<file path="config.mk">
export PLATFORM = sky130hd
export DESIGN_NAME = hex_preview_pixel_decoder
export DESIGN_NICKNAME = d
export VERILOG_FILES = /design/src/rtl/hpd_pkg.sv /design/src/rtl/hpd_char_decode.sv /design/src/rtl/hpd_pixel_emitter.sv /design/src/rtl/hex_preview_pixel_decoder.sv
export SDC_FILE = /design/constraint.sdc
export NUM_CORES = 1
export LEC_CHECK = 0
export BUFFER_PORTS_ARGS = -buffer_cell sky130_fd_sc_hd__buf_2
export CORE_MARGIN = 1
export CORE_UTILIZATION = 40
export CTS_BUF_LIST = sky130_fd_sc_hd__clkbuf_2
export CTS_CLUSTER_DIAMETER = 150
export DETAILED_ROUTE_END_ITERATION = 8
export RECOVER_POWER = 25
export SLEW_MARGIN = 0
export SYNTH_ARGS = -nofsm -noshare
export SYNTH_HDL_FRONTEND = slang
export SYNTH_SLANG_ARGS = --single-unit
</file>
<file path="constraint.sdc">
create_clock -name clock -period 6.7 [get_ports clock]
set_input_delay 0.335 -clock clock [delete_from_list [all_inputs] [get_ports clock]]
set_output_delay 0.335 -clock clock [all_outputs]
set_load 0.01 [all_outputs]
</file>
<file path="src/rtl/hpd_pkg.sv">
// Shared types and constants of the hex preview pixel decoder.
`timescale 1ns / 1ps

package hpd_pkg;

   localparam int DEFAULT_MAX_DIM = 4096;

   localparam int DIM_CFG_W = 13;
   localparam int BUDGET_W  = 16;
   localparam int CSR_IDX_W = 2;
   localparam int CSR_DATA_W = 16;
   localparam int POS_W     = 12;

   localparam logic [CSR_IDX_W-1:0] CSR_IMAGE_WIDTH     = 2'd0;
   localparam logic [CSR_IDX_W-1:0] CSR_IMAGE_HEIGHT    = 2'd1;
   localparam logic [CSR_IDX_W-1:0] CSR_EIGHT_BIT_MODE  = 2'd2;
   localparam logic [CSR_IDX_W-1:0] CSR_SCANLINE_BUDGET = 2'd3;

   localparam logic [7:0] CHAR_TAB     = 8'h09;
   localparam logic [7:0] CHAR_LF      = 8'h0a;
   localparam logic [7:0] CHAR_CR      = 8'h0d;
   localparam logic [7:0] CHAR_SPACE   = 8'h20;
   localparam logic [7:0] CHAR_PERCENT = 8'h25;
   localparam logic [7:0] CHAR_ZERO    = 8'h30;
   localparam logic [7:0] CHAR_NINE    = 8'h39;
   localparam logic [7:0] CHAR_UPPER_A = 8'h41;
   localparam logic [7:0] CHAR_UPPER_F = 8'h46;
   localparam logic [7:0] CHAR_LOWER_A = 8'h61;
   localparam logic [7:0] CHAR_LOWER_F = 8'h66;
   localparam logic [3:0] NIBBLE_MASK  = 4'hf;

   typedef enum logic [1:0] {
      CK_HEX,
      CK_SKIP,
      CK_LF,
      CK_BAD
   } char_kind_type;

   typedef struct packed {
      char_kind_type kind;
      logic [3:0]    nibble;   // already inverted
   } char_info_type;

   // Control from the front end to the pixel emitter.
   typedef struct packed {
      logic       load;         // start emitting a result run
      logic       is_err;       // the run is a single error result
      logic [7:0] pix_byte;
      logic       eight_bit;
      logic       frame_start;  // clear the raster counters
   } emit_ctl_type;

   // Status from the pixel emitter back to the front end.
   typedef struct packed {
      logic busy;
      logic finishing;   // last result of the run leaves this cycle
      logic done_evt;    // the pixel leaving this cycle completes the image
   } emit_sts_type;

   typedef struct packed {
      logic             pixel_white;
      logic [POS_W-1:0] pixel_col;
      logic [POS_W-1:0] pixel_row;
      logic             last_of_run;
      logic             frame_done;
      logic             decode_error;
   } result_type;

endpackage

</file>
<file path="src/rtl/hpd_char_decode.sv">
// Classifies one preview character and converts hex digits to inverted nibbles.
`timescale 1ns / 1ps

module hpd_char_decode (
   input  logic [7:0]             char_byte,
   output hpd_pkg::char_info_type info
);

   always_comb begin
      info.kind   = hpd_pkg::CK_BAD;
      info.nibble = '0;
      unique case (char_byte) inside
         [hpd_pkg::CHAR_ZERO:hpd_pkg::CHAR_NINE]: begin
            info.kind   = hpd_pkg::CK_HEX;
            info.nibble = 4'(char_byte - hpd_pkg::CHAR_ZERO) ^ hpd_pkg::NIBBLE_MASK;
         end
         [hpd_pkg::CHAR_UPPER_A:hpd_pkg::CHAR_UPPER_F]: begin
            info.kind   = hpd_pkg::CK_HEX;
            info.nibble = 4'(char_byte - hpd_pkg::CHAR_UPPER_A + 8'd10)
                          ^ hpd_pkg::NIBBLE_MASK;
         end
         [hpd_pkg::CHAR_LOWER_A:hpd_pkg::CHAR_LOWER_F]: begin
            info.kind   = hpd_pkg::CK_HEX;
            info.nibble = 4'(char_byte - hpd_pkg::CHAR_LOWER_A + 8'd10)
                          ^ hpd_pkg::NIBBLE_MASK;
         end
         hpd_pkg::CHAR_TAB, hpd_pkg::CHAR_CR, hpd_pkg::CHAR_SPACE,
         hpd_pkg::CHAR_PERCENT: begin
            info.kind = hpd_pkg::CK_SKIP;
         end
         hpd_pkg::CHAR_LF: begin
            info.kind = hpd_pkg::CK_LF;
         end
         default: begin
            info.kind = hpd_pkg::CK_BAD;
         end
      endcase
   end

endmodule

</file>
<file path="src/rtl/hpd_pixel_emitter.sv">
// Emits one pixel per cycle from a packed byte while the receiver does not stall, and keeps the raster counters.
`timescale 1ns / 1ps

module hpd_pixel_emitter #(
   parameter int MAX_DIM = hpd_pkg::DEFAULT_MAX_DIM,
   localparam int DIM_W  = $clog2(MAX_DIM + 1)
) (
   input  logic                 clock,
   input  logic                 reset,
   input  hpd_pkg::emit_ctl_type ctl,
   input  logic [DIM_W-1:0]     width_dim,
   input  logic [DIM_W-1:0]     height_dim,
   output hpd_pkg::emit_sts_type sts,
   output logic                 rsp_valid,
   input  logic                 rsp_stall,
   output hpd_pkg::result_type  rsp_data
);

   logic                act_ff, act_in;
   logic                err_ff, err_in;
   logic [7:0]          byte_ff, byte_in;
   logic [2:0]          bit_ff, bit_in;
   logic                eight_ff, eight_in;
   logic [DIM_W-1:0]    col_ff, col_in;
   logic [DIM_W-1:0]    row_ff, row_in;
   logic                rsp_valid_ff, rsp_valid_in;
   hpd_pkg::result_type rsp_ff, rsp_in;

   logic             out_free, fire;
   logic [DIM_W-1:0] col_inc, row_inc;
   logic             row_end, img_end, stop, white;

   assign out_free = !rsp_valid_ff || !rsp_stall;
   assign fire     = act_ff && out_free;
   assign col_inc  = col_ff + DIM_W'(1);
   assign row_inc  = row_ff + DIM_W'(1);
   assign row_end  = col_inc >= width_dim;
   assign img_end  = row_end && (row_inc >= height_dim);
   assign stop     = err_ff || row_end || eight_ff || (bit_ff == 3'd0);
   assign white    = eight_ff ? (|byte_ff) : byte_ff[bit_ff];

   always_comb begin
      act_in       = act_ff;
      err_in       = err_ff;
      byte_in      = byte_ff;
      bit_in       = bit_ff;
      eight_in     = eight_ff;
      col_in       = col_ff;
      row_in       = row_ff;
      rsp_in       = rsp_ff;
      rsp_valid_in = rsp_valid_ff && rsp_stall;

      if (fire) begin
         rsp_valid_in = 1'b1;
         if (err_ff) begin
            rsp_in = '{pixel_white: 1'b0, pixel_col: '0, pixel_row: '0,
                       last_of_run: 1'b1, frame_done: 1'b0, decode_error: 1'b1};
         end else begin
            rsp_in = '{pixel_white: white,
                       pixel_col: hpd_pkg::POS_W'(col_ff),
                       pixel_row: hpd_pkg::POS_W'(row_ff),
                       last_of_run: stop, frame_done: img_end, decode_error: 1'b0};
            if (row_end) begin
               col_in = '0;
               row_in = row_inc;
            end else begin
               col_in = col_inc;
            end
         end
         if (stop) begin
            act_in = 1'b0;
         end else begin
            bit_in = bit_ff - 3'd1;
         end
      end

      // A new run may start in the cycle the previous one finishes.
      if (ctl.load) begin
         act_in   = 1'b1;
         err_in   = ctl.is_err;
         byte_in  = ctl.pix_byte;
         bit_in   = 3'd7;
         eight_in = ctl.eight_bit;
      end
      if (ctl.frame_start) begin
         col_in = '0;
         row_in = '0;
      end
   end

   always_ff @(posedge clock) begin
      if (reset) begin
         act_ff       <= 1'b0;
         rsp_valid_ff <= 1'b0;
         col_ff       <= '0;
         row_ff       <= '0;
      end else begin
         act_ff       <= act_in;
         rsp_valid_ff <= rsp_valid_in;
         col_ff       <= col_in;
         row_ff       <= row_in;
      end
      err_ff   <= err_in;
      byte_ff  <= byte_in;
      bit_ff   <= bit_in;
      eight_ff <= eight_in;
      rsp_ff   <= rsp_in;
   end

   assign sts.busy      = act_ff;
   assign sts.finishing = fire && stop;
   assign sts.done_evt  = fire && !err_ff && img_end;
   assign rsp_valid     = rsp_valid_ff;
   assign rsp_data      = rsp_ff;

endmodule

</file>
<file path="src/rtl/hex_preview_pixel_decoder.sv">
// Top level of the hex preview pixel decoder: front end, registers and emitter.
`timescale 1ns / 1ps

// The block turns the hex text of a preview image into pixels in raster order.
// Characters arrive on the req_ channel (valid/stall); a transaction with
// req_cmd high starts a new frame, otherwise req_data_byte is one character.
// Pixels and error results leave on the rsp_ channel, one per transaction.
// The csr_ port writes the width, height, mode and line feed budget; the user
// must write it only while the block is idle, which the block does not enforce.
// The second hex digit of a byte loads the emitter's run registers, and the
// emitter then registers the first pixel of the byte in the result register.
// A character that gives no result starts no run, so it does not stall the
// input. A completed byte is emitted one pixel per cycle by the emitter while
// the receiver does not stall, up to eight pixels in 1-bit mode and one in
// 8-bit mode, and the input is stalled while a run is in flight except in the
// cycle its last result leaves; the emitter's pixel rate sets the input rate.
// When the receiver stalls, the result register holds, the emitter holds,
// and req_stall stays high while a run waits. Reset clears the registers to
// their defaults and puts the block into idle, where data characters are
// ignored until a frame start arrives. After an error result the block stops
// until the next frame start.
module hex_preview_pixel_decoder #(
   parameter int MAX_DIM = hpd_pkg::DEFAULT_MAX_DIM
) (
   input  logic                           clock,
   input  logic                           reset,
   input  logic                           req_valid,
   output logic                           req_stall,
   input  logic                           req_cmd,
   input  logic [7:0]                     req_data_byte,
   output logic                           rsp_valid,
   input  logic                           rsp_stall,
   output logic                           rsp_pixel_white,
   output logic [hpd_pkg::POS_W-1:0]      rsp_pixel_col,
   output logic [hpd_pkg::POS_W-1:0]      rsp_pixel_row,
   output logic                           rsp_last_of_run,
   output logic                           rsp_frame_done,
   output logic                           rsp_decode_error,
   input  logic                           csr_we,
   input  logic [hpd_pkg::CSR_IDX_W-1:0]  csr_index,
   input  logic [hpd_pkg::CSR_DATA_W-1:0] csr_wdata
);

   localparam int DIM_W = $clog2(MAX_DIM + 1);

   typedef enum logic [1:0] {
      PH_IDLE,
      PH_RUN,
      PH_DONE,
      PH_STOP
   } phase_type;

   // Registers written through the configuration port.
   logic [hpd_pkg::DIM_CFG_W-1:0] width_ff;
   logic [hpd_pkg::DIM_CFG_W-1:0] height_ff;
   logic                          eight_ff;
   logic [hpd_pkg::BUDGET_W-1:0]  budget_ff;

   phase_type                    phase_ff, phase_in, phase_now;
   logic [7:0]                   acc_ff, acc_in;
   logic                         pend_ff, pend_in;
   logic [hpd_pkg::BUDGET_W-1:0] lines_ff, lines_in;

   hpd_pkg::char_info_type info;
   hpd_pkg::emit_ctl_type  ctl;
   hpd_pkg::emit_sts_type  sts;
   hpd_pkg::result_type    rsp_data;

   logic             req_accept;
   logic [DIM_W-1:0] width_dim, height_dim;

   // Out of range dimensions: zero counts as one, above MAX_DIM as MAX_DIM.
   function automatic logic [DIM_W-1:0] clamp_dim(input logic [hpd_pkg::DIM_CFG_W-1:0] v);
      if (v == '0) begin
         return DIM_W'(1);
      end else if (32'(v) > MAX_DIM) begin
         return DIM_W'(MAX_DIM);
      end else begin
         return DIM_W'(v);
      end
   endfunction

   assign width_dim  = clamp_dim(width_ff);
   assign height_dim = clamp_dim(height_ff);

   always_ff @(posedge clock) begin
      if (reset) begin
         width_ff  <= hpd_pkg::DIM_CFG_W'(1);
         height_ff <= hpd_pkg::DIM_CFG_W'(1);
         eight_ff  <= 1'b0;
         budget_ff <= '0;
      end else if (csr_we) begin
         case (csr_index)
            hpd_pkg::CSR_IMAGE_WIDTH:     width_ff  <= csr_wdata[hpd_pkg::DIM_CFG_W-1:0];
            hpd_pkg::CSR_IMAGE_HEIGHT:    height_ff <= csr_wdata[hpd_pkg::DIM_CFG_W-1:0];
            hpd_pkg::CSR_EIGHT_BIT_MODE:  eight_ff  <= csr_wdata[0];
            hpd_pkg::CSR_SCANLINE_BUDGET: budget_ff <= csr_wdata[hpd_pkg::BUDGET_W-1:0];
            default: ;
         endcase
      end
   end

   hpd_char_decode u_decode (
      .char_byte (req_data_byte),
      .info      (info)
   );

   // The next transaction may enter in the cycle the last result of a run leaves.
   assign req_stall  = sts.busy && !sts.finishing;
   assign req_accept = req_valid && !req_stall;

   // The pixel that completes the image this cycle ends the frame at once,
   // so a character accepted in the same cycle already sees it.
   assign phase_now = sts.done_evt ? PH_DONE : phase_ff;

   always_comb begin
      phase_in = phase_now;
      acc_in   = acc_ff;
      pend_in  = pend_ff;
      lines_in = lines_ff;
      ctl      = '{load: 1'b0, is_err: 1'b0, pix_byte: acc_ff,
                   eight_bit: eight_ff, frame_start: 1'b0};

      if (req_accept) begin
         if (req_cmd) begin
            phase_in        = PH_RUN;
            acc_in          = '0;
            pend_in         = 1'b0;
            lines_in        = budget_ff;
            ctl.frame_start = 1'b1;
         end else if (phase_now == PH_RUN) begin
            case (info.kind)
               hpd_pkg::CK_LF: begin
                  if (lines_ff == '0) begin
                     phase_in   = PH_STOP;
                     pend_in    = 1'b0;
                     ctl.load   = 1'b1;
                     ctl.is_err = 1'b1;
                  end else begin
                     lines_in = lines_ff - hpd_pkg::BUDGET_W'(1);
                  end
               end
               hpd_pkg::CK_HEX: begin
                  acc_in = {acc_ff[3:0], info.nibble};
                  if (pend_ff) begin
                     pend_in      = 1'b0;
                     ctl.load     = 1'b1;
                     ctl.pix_byte = {acc_ff[3:0], info.nibble};
                  end else begin
                     pend_in = 1'b1;
                  end
               end
               hpd_pkg::CK_BAD: begin
                  phase_in   = PH_STOP;
                  pend_in    = 1'b0;
                  ctl.load   = 1'b1;
                  ctl.is_err = 1'b1;
               end
               default: ;
            endcase
         end
      end
   end

   always_ff @(posedge clock) begin
      if (reset) begin
         phase_ff <= PH_IDLE;
         acc_ff   <= '0;
         pend_ff  <= 1'b0;
         lines_ff <= '0;
      end else begin
         phase_ff <= phase_in;
         acc_ff   <= acc_in;
         pend_ff  <= pend_in;
         lines_ff <= lines_in;
      end
   end

   hpd_pixel_emitter #(
      .MAX_DIM (MAX_DIM)
   ) u_emitter (
      .clock      (clock),
      .reset      (reset),
      .ctl        (ctl),
      .width_dim  (width_dim),
      .height_dim (height_dim),
      .sts        (sts),
      .rsp_valid  (rsp_valid),
      .rsp_stall  (rsp_stall),
      .rsp_data   (rsp_data)
   );

   assign rsp_pixel_white  = rsp_data.pixel_white;
   assign rsp_pixel_col    = rsp_data.pixel_col;
   assign rsp_pixel_row    = rsp_data.pixel_row;
   assign rsp_last_of_run  = rsp_data.last_of_run;
   assign rsp_frame_done   = rsp_data.frame_done;
   assign rsp_decode_error = rsp_data.decode_error;

   // An error result carries no pixel and always closes its run.
   a_error_shape: assert property (@(posedge clock) disable iff (reset)
      (rsp_valid && rsp_decode_error) |->
         (rsp_last_of_run && !rsp_frame_done && !rsp_pixel_white))
      else $error("error result with pixel content");

   // The pixel that completes the image also closes its run.
   a_done_last: assert property (@(posedge clock) disable iff (reset)
      (rsp_valid && rsp_frame_done) |-> rsp_last_of_run)
      else $error("frame done without last of run");

   // Completing the image ends the frame unless a new frame starts at once.
   a_done_phase: assert property (@(posedge clock) disable iff (reset)
      (sts.done_evt && !(req_accept && req_cmd)) |=> (phase_ff == PH_DONE))
      else $error("image completed but frame still running");

   // A new run is only loaded when the emitter is free or finishing.
   a_load_free: assert property (@(posedge clock) disable iff (reset)
      ctl.load |-> (!sts.busy || sts.finishing))
      else $error("run loaded over an active run");

endmodule
</file>
==> results_dict.tcl <==
set metrics [dict create \
    slew_viol_final 61 \
    yosysTopAreaCell "dfxtp_1" \
    hpwl_um 11700 \
    globalplace.congestion 0.801 \
    cts_resized 0 \
    vias_per_cell 5.30 \
    drc 0 \
    synthTopCellsByArea "dfxtp_1, edfxtp_1, nand2_1, ha_1, a21oi_1" \
    fin_crit_ns 4.47 \
    ir_drop_uv 102 \
    grt_max_degree 61 \
    num_io_pins 62 \
    synthCells 789 \
    cts_tree "yes" \
    post_drt_wl_per_cell_um 15.0 \
    grt_usage 0.190 \
    vias 5825 \
    ant_nets 0 \
    final_area_sq_um 8100 \
    grt_overflow 0 \
    cts_buffers 17 \
    max_slew_margin -0.659 \
    diodes 0 \
    clk_pin_slew_worst_paths_ns 0.21 \
    finalHoldViolCount 0 \
    seq_area_frac_synth 0.445 \
    drive_above_1_share 0.141 \
    die_area_sq_um 18300 \
    grt_pass1_wl_um 27300 \
    drtIter0Drc 338 \
    dp.cells 1044 \
    grt_antenna_before_repair 0 \
    clockBufferDepth 2 \
    initial_core_util 0.411 \
    p_leak_uw 0.00302 \
    postSynthAreaPerCell_sq_um 9.01 \
    crit_type "reg -> out" \
    status "finished with violations" \
    port_buffers 61 \
    drv_cap 1 \
    synth_top_area_share 0.285 \
    finalSetupTns_ns 0 \
    num-fill-cells 1736 \
    synth.distinct_cells 71 \
    dr.pass1.iters 4 \
    cts_setup_buffers 0 \
    rsz0062_at_grt "false" \
    cts-hold-fix-buffers 23 \
    layout.cells.non_filler 1099 \
    area_delta_synth_final_pct 13.9 \
    setup_viol 0 \
    num_rows 48 \
    worstMarginPinSlew_ns 2.49 \
    period_share 0.667 \
    insertion_delay_ns 0.73 \
    ys_seq_elements 139 \
    syn_nets 856 \
    place_area_sq_um 7580 \
    die_w_um 135 \
    ff_latch_area_sq_um 3160 \
    crit_required_ns 6.36 \
    multiInputGateArea_sq_um 3720 \
    drt-total-wl_um 16500 \
    syn-cell-area_sq_um 7110 \
    async_reset_ff_frac 0 \
    endpoint_kind "output pin" \
    max_freq_ghz 0.224 \
    fin_skew_ns 0.0323 \
    cp_data_arrival_time_ns 4.13 \
    synth_edf_count 38 \
    grt_pass1_vias 5412 \
    violations "capacitance limit, slew limit" \
    cts_root_buf "clkbuf_2" \
    holdCritPathClass "in -> reg" \
    cts_sinks 139 \
    die_h_um 135 \
    path_max_fanout 15 \
    final_common_cell "nand2_1" \
    h-tree-depth 4 \
    startpoint_type "flop" \
    final_cell_mix "nand2_1, dfxtp_1, a21oi_1" \
    nNetsFinal 928 \
    ys.flop_type "dfxtp_1" \
    fp.coreArea_sq_um 17300 \
    powerDensity_nw_per_um2 205 \
    yosysWarnings 0 \
]
[path summary, 6_finish.rpt]
| check | startpoint | endpoint | slack [ns] | cells after the start |
|---|---|---|---|---|
| worst max-delay path | u_emitter.col_ff[0] | req_stall | 2.23 | 13 |
| worst min-delay path | req_data_byte[0] | acc_ff[0] | 0.08 | 3 |
| worst max register to register | u_emitter.col_ff[0] | lines_ff[7] | 2.29 | 12 |
| worst min register to register | budget_ff[1] | budget_ff[1] | 0.47 | 2 |
[registers in the layout, indices dropped and copies added (netlist names)]
signal,count
u_emitter.rsp_data,28
budget_ff,16
lines_ff,16
height_ff,13
u_emitter.col_ff,13
u_emitter.row_ff,13
width_ff,13
acc_ff,8
u_emitter.byte_ff,8
u_emitter.bit_ff,3
phase_ff,2
eight_ff,1
pend_ff,1
u_emitter.act_ff,1
u_emitter.eight_ff,1
u_emitter.err_ff,1
u_emitter.rsp_valid,1
[through the flow]
step,setup WS [ns],power (uW),hold slack (ns),util
2_1_floorplan,3.29,1030,0.408,-
5_1_grt,1.89,1740,0.0483,0.468
3_5_place_dp,2.41,1080,0.447,0.439
3_3_place_gp,2.52,1080,0.443,0.439
4_1_cts,2.17,1680,0.0220,0.469
6_report,2.23,1660,0.0771,0.468
[logic make-up after synthesis]
| kind of cell | count (synthesis) | share of synthesized area |
|---|---|---|
| AO/OA/AOI/OAI | 158 | 0.152 |
| buffers and inverters | 56 | 0.0310 |
| XOR/XNOR | 35 | 0.0431 |
| adder cells (fa/ha/maj) | 35 | 0.0616 |
| multiplexers | 14 | 0.0248 |
| flip-flops | 139 | 0.445 |
| AND/OR/NAND/NOR | 352 | 0.242 |
[critical path: stages (launching register included)]
cell     delay [ns]
dfxtp_1        0.47
ha_1           0.31
nand4_1        0.22
nor2_1         0.16
xor2_1         0.24
ha_1           0.29
a21oi_1        0.14
o21ai_0        0.12
a211o_1        0.30
o21ai_2        0.54
nand2_1        0.19
a21bo_2        0.28
inv_1          0.05
buf_2          0.11
[where the power goes]
part           internal (uW)  switching (uW)
Sequential               881            18.1
Clock                    279             308
Combinational           69.8             107
[per-layer routing]
layer | part of all wire | global-route usage | routed length [um]
met5 | 0 | 0 | 0
met4 | 0.013 | 0.0655 | 207
met3 | 0.037 | 0.0314 | 605
met2 | 0.44 | 0.287 | 7200
met1 | 0.51 | 0.274 | 8450
[Yosys cell counts, types with 5 or more instances]
| library cell | n |
|---|---|
| a21oi_1 | 65 |
| and3_1 | 5 |
| nand2b_1 | 5 |
| mux2_2 | 9 |
| buf_2 | 8 |
| or3_1 | 6 |
| nor4_1 | 10 |
| nand4_1 | 10 |
| a21o_1 | 6 |
| ha_1 | 35 |
| nor3_1 | 15 |
| o21ai_0 | 14 |
| edfxtp_1 | 38 |
| nand2_1 | 151 |
| nand3_1 | 29 |
| clkbuf_1 | 26 |
| xor2_1 | 17 |
| xnor2_1 | 18 |
| a32o_1 | 20 |
| a22oi_1 | 6 |
| nor2b_1 | 28 |
| a211oi_1 | 6 |
| inv_1 | 19 |
| dfxtp_1 | 101 |
| and2_1 | 6 |
| nor2_1 | 55 |
[area by class of cell]
cell class                      count  area share
Multi-Input combinational cell    594       0.460
Sequential cell                   139       0.391
Timing Repair Buffer               89      0.0695
Tap cell                          225      0.0348
Clock inverter                     14      0.0249
Clock buffer                       18      0.0111
Inverter                           20     0.00927
Power figures use the tool's default switching activity.
